--- src/hw/rtl/qgmes_pkg.sv ---
// Shared types, constants and helpers for the quadrant gain match block.
// No dependencies; imported by the top level, the coefficient bank and the multiplier.
package qgmes_pkg;

   localparam int NUM_CRYSTALS   = 4;
   localparam int CRYSTAL_SEL_W  = $clog2(NUM_CRYSTALS);
   localparam int MAX_HITS       = 16;
   localparam int COEF_W         = 21;
   localparam int COEF_REG_W     = 3 * COEF_W;
   localparam int ENERGY_W       = 16;
   localparam int SUM_W          = 20;
   localparam int ACC_W          = 60;
   localparam int MUL_B_W        = 33;
   localparam int PROD_W         = COEF_W + MUL_B_W;
   localparam int CSR_INDEX_W    = 8;
   localparam int CSR_DATA_W     = 64;

   // c0 = 0, c1 = 1.0, c2 = 0
   localparam logic [COEF_REG_W-1:0] COEF_RESET = 63'd549755813888;

   localparam logic signed [SUM_W-1:0] SUM_MAX = 20'sh7FFFF;
   localparam logic signed [SUM_W-1:0] SUM_MIN = 20'sh80000;

   // Shared multiply/accumulate unit operations
   localparam logic [2:0] MAC_HOLD  = 3'd0;
   localparam logic [2:0] MAC_LOAD  = 3'd1;
   localparam logic [2:0] MAC_EE    = 3'd2;
   localparam logic [2:0] MAC_C2    = 3'd3;
   localparam logic [2:0] MAC_C1    = 3'd4;
   localparam logic [2:0] MAC_ADD18 = 3'd5;

   typedef struct packed {
      logic signed [COEF_W-1:0] c2;
      logic signed [COEF_W-1:0] c1;
      logic signed [COEF_W-1:0] c0;
   } coef_type;

   typedef struct packed {
      logic [2:0]          op;
      logic [ENERGY_W-1:0] energy;
      coef_type            coef;
   } mac_ctrl_type;

   // Saturate a 24-bit signed value to the 20-bit signed range.
   function automatic logic signed [SUM_W-1:0] sat20(input logic signed [23:0] v);
      logic signed [SUM_W-1:0] r;
      if (v > 24'(SUM_MAX)) begin
         r = SUM_MAX;
      end else if (v < 24'(SUM_MIN)) begin
         r = SUM_MIN;
      end else begin
         r = v[SUM_W-1:0];
      end
      return r;
   endfunction

endpackage

--- src/hw/rtl/quadrant_gain_match_event_sum.sv ---
// Steps for a gained hit: E*E, c2*EE, c1*E, add, commit; a hit with a zero
// coordinate bypasses the gain and goes straight to commit.
// Throughput: a new word is taken only once the sequencer is back in idle, as the
// single shared multiplier is stepped through three products; a stalled result holds commit.
// Reset: synchronous, clears sequencer, event sum, held times and result valid,
// and loads every crystal with the identity gain. No clearing pass is needed.
module quadrant_gain_match_event_sum import qgmes_pkg::*; (
   input  logic                       clock,
   input  logic                       reset,
   // input word channel
   input  logic                       req_valid,
   output logic                       req_stall,
   input  logic [ENERGY_W-1:0]        req_raw_energy,
   input  logic signed [15:0]         req_pos_x,
   input  logic signed [15:0]         req_pos_y,
   input  logic [3:0]                 req_hit_index,
   input  logic [4:0]                 req_hit_count,
   input  logic [31:0]                req_event_stamp,
   input  logic signed [31:0]         req_live_ticks,
   // result word channel
   output logic                       rsp_valid,
   input  logic                       rsp_stall,
   output logic signed [SUM_W-1:0]    rsp_total_energy,
   output logic [31:0]                rsp_out_stamp,
   output logic signed [31:0]         rsp_out_live,
   // coefficient write channel
   input  logic                       csr_valid,
   output logic                       csr_ready,
   input  logic [CSR_INDEX_W-1:0]     csr_index,
   input  logic [CSR_DATA_W-1:0]      csr_data
);

   // sequencer states
   localparam logic [2:0] S_IDLE = 3'd0;
   localparam logic [2:0] S_EE   = 3'd1;
   localparam logic [2:0] S_C2   = 3'd2;
   localparam logic [2:0] S_C1   = 3'd3;
   localparam logic [2:0] S_ADD  = 3'd4;
   localparam logic [2:0] S_DONE = 3'd5;

   logic [2:0]               state_ff, state_in;
   logic                     rsp_valid_ff, rsp_valid_in;
   logic signed [SUM_W-1:0]  energy_sum_ff, energy_sum_in;
   logic [31:0]              held_stamp_ff, held_stamp_in;
   logic signed [31:0]       held_live_ff, held_live_in;

   // word captured at accept
   logic [ENERGY_W-1:0]      energy_ff;
   logic [3:0]               index_ff;
   logic [4:0]               count_ff;
   logic [31:0]              stamp_ff;
   logic signed [31:0]       live_ff;
   logic                     gain_en_ff;

   logic                     req_accept;
   logic                     gain_en;
   logic [CRYSTAL_SEL_W-1:0] crystal_sel;
   coef_type                 coef;
   mac_ctrl_type             mac_ctrl;
   logic signed [SUM_W-1:0]  gain_out;
   logic signed [SUM_W-1:0]  hit_energy;
   logic signed [SUM_W-1:0]  sum_next;
   logic [31:0]              stamp_next;
   logic signed [31:0]       live_next;
   logic                     emit;
   logic                     out_free;
   logic                     commit;

   // the user must write coefficients only while idle (the block does not enforce it), so always take the word
   assign csr_ready = 1'b1;

   assign req_stall  = (state_ff != S_IDLE);
   assign req_accept = req_valid && !req_stall;

   // both coordinates nonzero picks a crystal; sign bits give the quadrant
   assign gain_en     = (req_pos_x != '0) && (req_pos_y != '0);
   assign crystal_sel = {~req_pos_y[15], ~req_pos_x[15]};

   qgmes_coef_bank u_coef_bank (
      .clock    (clock),
      .reset    (reset),
      .wr_en    (csr_valid && csr_ready),
      .wr_index (csr_index),
      .wr_data  (csr_data),
      .rd_sel   (crystal_sel),
      .rd_coef  (coef)
   );

   // step the shared unit from the sequencer state
   always_comb begin
      mac_ctrl.energy = req_raw_energy;
      mac_ctrl.coef   = coef;
      unique case (state_ff)
         S_IDLE:  mac_ctrl.op = req_accept ? MAC_LOAD : MAC_HOLD;
         S_EE:    mac_ctrl.op = MAC_EE;
         S_C2:    mac_ctrl.op = MAC_C2;
         S_C1:    mac_ctrl.op = MAC_C1;
         S_ADD:   mac_ctrl.op = MAC_ADD18;
         default: mac_ctrl.op = MAC_HOLD;
      endcase
   end

   qgmes_mac u_mac (
      .clock    (clock),
      .ctrl     (mac_ctrl),
      .gain_out (gain_out)
   );

   // bypass the gain when a coordinate is zero
   assign hit_energy = gain_en_ff ? gain_out
                                  : signed'({{(SUM_W-ENERGY_W){1'b0}}, energy_ff});

   // first hit restarts the sum and takes its own times
   always_comb begin
      if (index_ff == '0) begin
         sum_next   = hit_energy;
         stamp_next = stamp_ff;
         live_next  = live_ff;
      end else begin
         sum_next   = sat20(24'(energy_sum_ff) + 24'(hit_energy));
         stamp_next = held_stamp_ff;
         live_next  = held_live_ff;
      end
   end

   // emit on the last hit of a count that is in range
   assign emit = (count_ff != '0) && (int'(count_ff) <= MAX_HITS)
              && (5'(index_ff) == count_ff - 5'd1);

   assign out_free = !rsp_valid_ff || !rsp_stall;
   // hold the commit of an emitting word while an earlier result still waits
   assign commit   = (state_ff == S_DONE) && (!emit || out_free);

   always_comb begin
      state_in      = state_ff;
      rsp_valid_in  = rsp_valid_ff && rsp_stall;
      energy_sum_in = energy_sum_ff;
      held_stamp_in = held_stamp_ff;
      held_live_in  = held_live_ff;
      unique case (state_ff)
         S_IDLE: begin
            if (req_accept) begin
               state_in = gain_en ? S_EE : S_DONE;
            end
         end
         S_EE:  state_in = S_C2;
         S_C2:  state_in = S_C1;
         S_C1:  state_in = S_ADD;
         S_ADD: state_in = S_DONE;
         S_DONE: begin
            if (commit) begin
               state_in      = S_IDLE;
               energy_sum_in = sum_next;
               held_stamp_in = stamp_next;
               held_live_in  = live_next;
               if (emit) begin
                  rsp_valid_in = 1'b1;
               end
            end
         end
         default: state_in = S_IDLE;
      endcase
   end

   always_ff @(posedge clock) begin
      if (reset) begin
         state_ff      <= S_IDLE;
         rsp_valid_ff  <= 1'b0;
         energy_sum_ff <= '0;
         held_stamp_ff <= '0;
         held_live_ff  <= '0;
      end else begin
         state_ff      <= state_in;
         rsp_valid_ff  <= rsp_valid_in;
         energy_sum_ff <= energy_sum_in;
         held_stamp_ff <= held_stamp_in;
         held_live_ff  <= held_live_in;
      end
   end

   // capture the accepted word
   always_ff @(posedge clock) begin
      if (req_accept) begin
         energy_ff  <= req_raw_energy;
         index_ff   <= req_hit_index;
         count_ff   <= req_hit_count;
         stamp_ff   <= req_event_stamp;
         live_ff    <= req_live_ticks;
         gain_en_ff <= gain_en;
      end
   end

   // result register; loads only when free, so a stalled word holds
   always_ff @(posedge clock) begin
      if (commit && emit) begin
         rsp_total_energy <= sum_next;
         rsp_out_stamp    <= stamp_next;
         rsp_out_live     <= live_next;
      end
   end

   assign rsp_valid = rsp_valid_ff;

endmodule

--- src/hw/rtl/qgmes_coef_bank.sv ---
// Per-crystal gain coefficient registers with one write and one read port.
// Depends on qgmes_pkg.
module qgmes_coef_bank import qgmes_pkg::*; (
   input  logic                     clock,
   input  logic                     reset,
   input  logic                     wr_en,
   input  logic [CSR_INDEX_W-1:0]   wr_index,
   input  logic [CSR_DATA_W-1:0]    wr_data,
   input  logic [CRYSTAL_SEL_W-1:0] rd_sel,
   output coef_type                 rd_coef
);

   logic [COEF_REG_W-1:0] coef_ff [NUM_CRYSTALS];
   logic                  wr_hit;

   // drop writes past the last crystal
   assign wr_hit = wr_en && (wr_index < CSR_INDEX_W'(NUM_CRYSTALS));

   always_ff @(posedge clock) begin
      if (reset) begin
         for (int i = 0; i < NUM_CRYSTALS; i++) begin
            coef_ff[i] <= COEF_RESET;
         end
      end else if (wr_hit) begin
         coef_ff[wr_index[CRYSTAL_SEL_W-1:0]] <= wr_data[COEF_REG_W-1:0];
      end
   end

   assign rd_coef = coef_type'(coef_ff[rd_sel]);

endmodule

--- src/hw/rtl/qgmes_mac.sv ---
// Shared multiplier and wide accumulator for the quadratic gain.
// Depends on qgmes_pkg; stepped by the sequencer in the top level.
module qgmes_mac import qgmes_pkg::*; (
   input  logic                    clock,
   input  mac_ctrl_type            ctrl,
   output logic signed [SUM_W-1:0] gain_out
);

   logic [ENERGY_W-1:0]       energy_ff, energy_in;
   logic signed [COEF_W-1:0]  c1_ff, c1_in;
   logic signed [COEF_W-1:0]  c2_ff, c2_in;
   logic signed [PROD_W-1:0]  prod_ff, prod_in;
   logic signed [ACC_W-1:0]   acc_ff, acc_in;
   logic signed [COEF_W-1:0]  mul_a;
   logic signed [MUL_B_W-1:0] mul_b;
   logic signed [PROD_W-1:0]  mul_p;
   logic signed [ACC_W-1:0]   prod_ext;

   always_comb begin
      mul_a = '0;
      mul_b = '0;
      unique case (ctrl.op)
         MAC_EE: begin
            mul_a = signed'({{(COEF_W-ENERGY_W){1'b0}}, energy_ff});
            mul_b = signed'({{(MUL_B_W-ENERGY_W){1'b0}}, energy_ff});
         end
         MAC_C2: begin
            mul_a = c2_ff;
            mul_b = signed'({1'b0, prod_ff[2*ENERGY_W-1:0]});
         end
         MAC_C1: begin
            mul_a = c1_ff;
            mul_b = signed'({{(MUL_B_W-ENERGY_W){1'b0}}, energy_ff});
         end
         default: begin
         end
      endcase
   end

   assign mul_p    = mul_a * mul_b;
   assign prod_ext = ACC_W'(prod_ff);

   always_comb begin
      energy_in = energy_ff;
      c1_in     = c1_ff;
      c2_in     = c2_ff;
      prod_in   = prod_ff;
      acc_in    = acc_ff;
      unique case (ctrl.op)
         MAC_LOAD: begin
            energy_in = ctrl.energy;
            c1_in     = ctrl.coef.c1;
            c2_in     = ctrl.coef.c2;
            // c0 * 2^36 plus the rounding half, no adder needed
            acc_in    = signed'({{(ACC_W-COEF_W-36){ctrl.coef.c0[COEF_W-1]}},
                                 ctrl.coef.c0, 1'b1, 35'b0});
         end
         MAC_EE, MAC_C2: begin
            prod_in = mul_p;
         end
         MAC_C1: begin
            prod_in = mul_p;
            acc_in  = acc_ff + prod_ext;
         end
         MAC_ADD18: begin
            acc_in = acc_ff + (prod_ext <<< 18);
         end
         default: begin
         end
      endcase
   end

   always_ff @(posedge clock) begin
      energy_ff <= energy_in;
      c1_ff     <= c1_in;
      c2_ff     <= c2_in;
      prod_ff   <= prod_in;
      acc_ff    <= acc_in;
   end

   // floor by 2^36 is an arithmetic shift; the half is already in
   assign gain_out = sat20(signed'(acc_ff[ACC_W-1:36]));

endmodule

--- config.mk ---
export PLATFORM = sky130hd
export DESIGN_NAME = quadrant_gain_match_event_sum
export DESIGN_NICKNAME = d
export VERILOG_FILES = /design/src/hw/rtl/qgmes_pkg.sv /design/src/hw/rtl/quadrant_gain_match_event_sum.sv /design/src/hw/rtl/qgmes_coef_bank.sv /design/src/hw/rtl/qgmes_mac.sv
export SDC_FILE = /design/constraint.sdc
export NUM_CORES = 2
export LEC_CHECK = 0
export ABC_CLOCK_PERIOD_IN_PS = 8800
export BUFFER_PORTS_ARGS = -buffer_cell sky130_fd_sc_hd__clkbuf_2
export CORE_MARGIN = 5
export CORE_UTILIZATION = 50
export DETAILED_ROUTE_END_ITERATION = 6
export GPL_TIMING_DRIVEN = 0
export PLACE_DENSITY_LB_ADDON = 0.25
export SETUP_SLACK_MARGIN = 0.15
export SLEW_MARGIN = 10
export SYNTH_ARGS = -nofsm -noshare
export SYNTH_HDL_FRONTEND = slang
export SYNTH_SLANG_ARGS = --single-unit
--- constraint.sdc ---
create_clock -name clock -period 8.8 [get_ports clock]
set_input_delay 1.76 -clock clock [delete_from_list [all_inputs] [get_ports clock]]
set_output_delay 1.76 -clock clock [all_outputs]
set_load 0.02 [all_outputs]
==> summary.md <==
| Metric | Value |
|---|---|
| Worst Path Required | 9.19 ns |
| Worst relative slew slack | 32.2% |
| Setup slack after layout | 0.239 ns |
| Setup crit end kind | flop |
| Pint | 8.76 mW |
| Die area | 118,000 um2 |
| Pin count of the biggest net entering global routing | 63 |
| Final setup viols | 0 |
| Layout cells sized above 1 | 14.6% |
| I/O Buffers | 280 |
| Combinational share of power | 47.7% |
| Drt pass-1 iters | 7 |
| Hold worst-path end | held_stamp_ff[13] |
| Final worst path period need | 8.56 ns |
| Ys flop type | edfxtp_1 |
| Seq cells post-synth | 686 |
| Hold Vio Cnt, Final | 0 |
| HP Start | held_stamp_ff[13] |
| Cts hold-fix bufs | 0 |
| Post-layout util | 57.9% |
| Slew Limit Fails | 0 |
| Global placer's final weighted congestion | 0.992 |
| Row count | 122 |
| Layout Nets | 6,988 |
| Drt via density | 5.68 |
| ANT nets after route | 0 |
| Pwr Density | 236 nW/um2 |
| CP max stage delay | 0.55 ns |
| Maximum Capacitance Violations | 0 |
| DP HPWL | 139,000 um |
| Routed vias | 42,400 |
| Residual DRC | 0 |
| Most common cell after layout, fill and taps aside | nand2_1 |
| Peak VDD IR | 0.220 mV |
| Clock slew at reported path FFs | 0.06 ns |
| Mapped cell area | 55,600 um2 |
| Syn Nets | 6,546 |
| Commonest cells after routing, fill and taps aside | 774 x nand2_1, 726 x inv_1, 598 x edfxtp_1 |
| Fmax | 117 MHz |
| Most used cell, CP | fa_1 |
| Place WS | -2.24 ns |
| Fin area | 64,000 um2 |
| Final Skew | 0.0450 ns |
| RSZ-0062 raised after global routing | true |
| Flop2flop setup slack | 0.24 ns |
| Core Footprint | 111,000 um2 |
| Average wire per cell in the routed design | 23.8 um |
| Critical R2R Capture | u_mac.prod_ff[50] |
| Post-DP Area | 59,300 um2 |
| CTS tree | done |
| Area Growth Syn to Fin | 15.1% |
| Outcome | finished, final reports clean |
| GR Util met3 | 7.39% |
| Initial DRC count | 3,925 |
| Total GRT Usage | 29.8% |
| Total CTS buffers | 75 |
| Tightest Pin Transition | 1.01 ns |
| Dpl cells | 7,251 |
| Yosys cell types | 99 |
| Crit Path Category | flop to flop |
| H-tree depth | 3 |
| Initial antenna violation count | 9 |
| Sequential fraction of design power | 29.4% |
| Final period util | 97.3% |
| Vias in the first global route | 42,400 |
| CP Data Arrival Time | 8.95 ns |
| Count of non-filler cells in the finished layout | 7,458 |
| Met1 GRT Util | 39.6% |
| Cells on worst reg2reg path | 30 |
| Post-synthesis sequential area ratio | 35.5% |
| Global routing's busiest layer | met2 |
| Total gr overflow | 0 |
| Worst r2r src | state_ff[1] |
| Setup TNS | 0 ns |
| HP Class | flop to flop |
| Post-synthesis average cell area | 10.2 um2 |
| Asr flop ratio synth | 0% |
| Initial Util | 50.3% |
| Boundary Pins | 285 |
| Worst-path maximum fanout | 10 |
| Clock power frac | 23.0% |
| Pleak | 28.0 nW |
| P_sw | 6.33 mW |
| Die Span X | 343 um |
| Root Buffer | clkbuf_16 |
| Post-Synthesis Cells | 5,459 |
| YS warnings | 0 |
| Clk_lat worst skew | 0.65 ns |
| Post-synth EDFFs | 598 |
| Worst setup SP type | flop |
| CTS Buffer Depth | 3 |
| Crit-path slowest cell | fa_1 |
| Switching part of the total power | 42.0% |
| Final wirelength | 177,000 um |
| First-pass GRT wire length | 263,000 um |
| GR met2 Demand/Resource | 46.6% |
| Hold path cells | 2 |
| Die Y | 343 um |
| Num Clock Sinks | 686 |
[stage by stage]
step | power [mW] | hold slack, ns
after floorplan | 8.71 | 0.458
after global placement | 11.0 | 0.491
after detailed placement | 11.0 | 0.496
after CTS | 14.7 | 0.510
after global routing | 15.9 | 0.534
final | 15.1 | 0.512
[power by group through the flow]
stage          Clock (mW)  Sequential, mW  Combinational, mW
2_1_floorplan           0            4.19               4.52
3_3_place_gp            0            4.48               6.50
3_5_place_dp            0            4.45               6.55
4_1_cts              3.51            4.40               6.80
5_1_grt              3.66            4.42               7.77
6_report             3.47            4.43               7.19
[per-layer routing]
metal,vias to the layer above,part of all wire [%]
met4,4,5.3
met2,1937,45
met1,21000,39
met5,-,0.014
li1,19000,-
met3,434,9.9
[final cells by class]
| cell class | instances | area [um2] |
|---|---|---|
| buffer | 257 | 1540 |
| multi-input combinational | 3786 | 32900 |
| timing repair buffer | 366 | 2400 |
| tap | 1488 | 1860 |
| sequential | 686 | 19700 |
| fill | 9659 | 46600 |
| clock inverter | 48 | 728 |
| inverter | 729 | 2740 |
| antenna | 6 | 15.0 |
| clock buffer | 92 | 2010 |
[state kept, by name, summed over array words and instances (netlist names), 21 cells and up]
register             cells
u_mac.c1_ff             21
u_mac.acc_ff            60
live_ff                 32
u_mac.c2_ff             21
u_coef_bank.coef_ff    252
u_mac.prod_ff           54
rsp_out_stamp           32
stamp_ff                32
held_stamp_ff           32
rsp_out_live            32
held_live_ff            32
[cell families after synthesis]
kind of cell / Yosys count / share of synthesized area (%)
and+or+nand+nor: 1841 / 14.9
buffers and inverters: 987 / 6.73
adders and majority gates: 889 / 27.7
AOI/OAI and AO/OA: 813 / 9.65
DFF: 686 / 35.5
xor gates and xnor gates: 157 / 2.47
muxes: 85 / 3.01
other: 1 / 0.00675
[repair_timing]
action	in CTS	in global routing
resized for setup	257	237
endpoints found under the hold margin	0	0
setup buffers	23	38
pin swaps	22	29
gates cloned	0	1
setup endpoints to repair	38	26
[worst max-delay path by stage]
stage                            from                 to  slack (ns)  cells past startpoint
after global placement    state_ff[1]  u_mac.prod_ff[43]       -2.62                     27
after CTS                 state_ff[1]  u_mac.prod_ff[43]        0.03                     28
after global routing      state_ff[0]  u_mac.prod_ff[50]        0.11                     30
final                     state_ff[1]  u_mac.prod_ff[50]        0.24                     30
after floorplan           state_ff[1]  u_mac.prod_ff[27]        0.63                     29
after detailed placement  state_ff[0]  u_mac.prod_ff[43]       -2.24                     33
[cell usage after synthesis (27+ instances only)]
cell      instances  area (um2)
xor2_1           60         526
dfxtp_1          88        1760
clkbuf_1        225         845
a21o_1          103         773
xnor2_1          97         850
nor2_1          465        1750
a22oi_1          40         300
o21bai_1         27         203
inv_1           729        2740
edfxtp_1        598       18000
nand4_1          30         188
mux4_2           63        1420
nand3_1          98         490
ha_1            318        3980
nor3_1           29         145
nand2_1         791        2970
a21oi_1         224        1120
and2_1          277        1730
o21ai_0         168         841
fa_1            571       11400
[critical path, delay by kind of cell, from the launching register on]
family / cells / cell delay (ns)
AOI/OAI and AO/OA: 5 / 1.14
xor gates and xnor gates: 1 / 0.16
adders and majority gates: 8 / 3.69
buffers and inverters: 10 / 1.79
DFF: 1 / 0.31
and+or+nand+nor: 6 / 1.19
No activity file was read; power rests on OpenSTA's default activity.
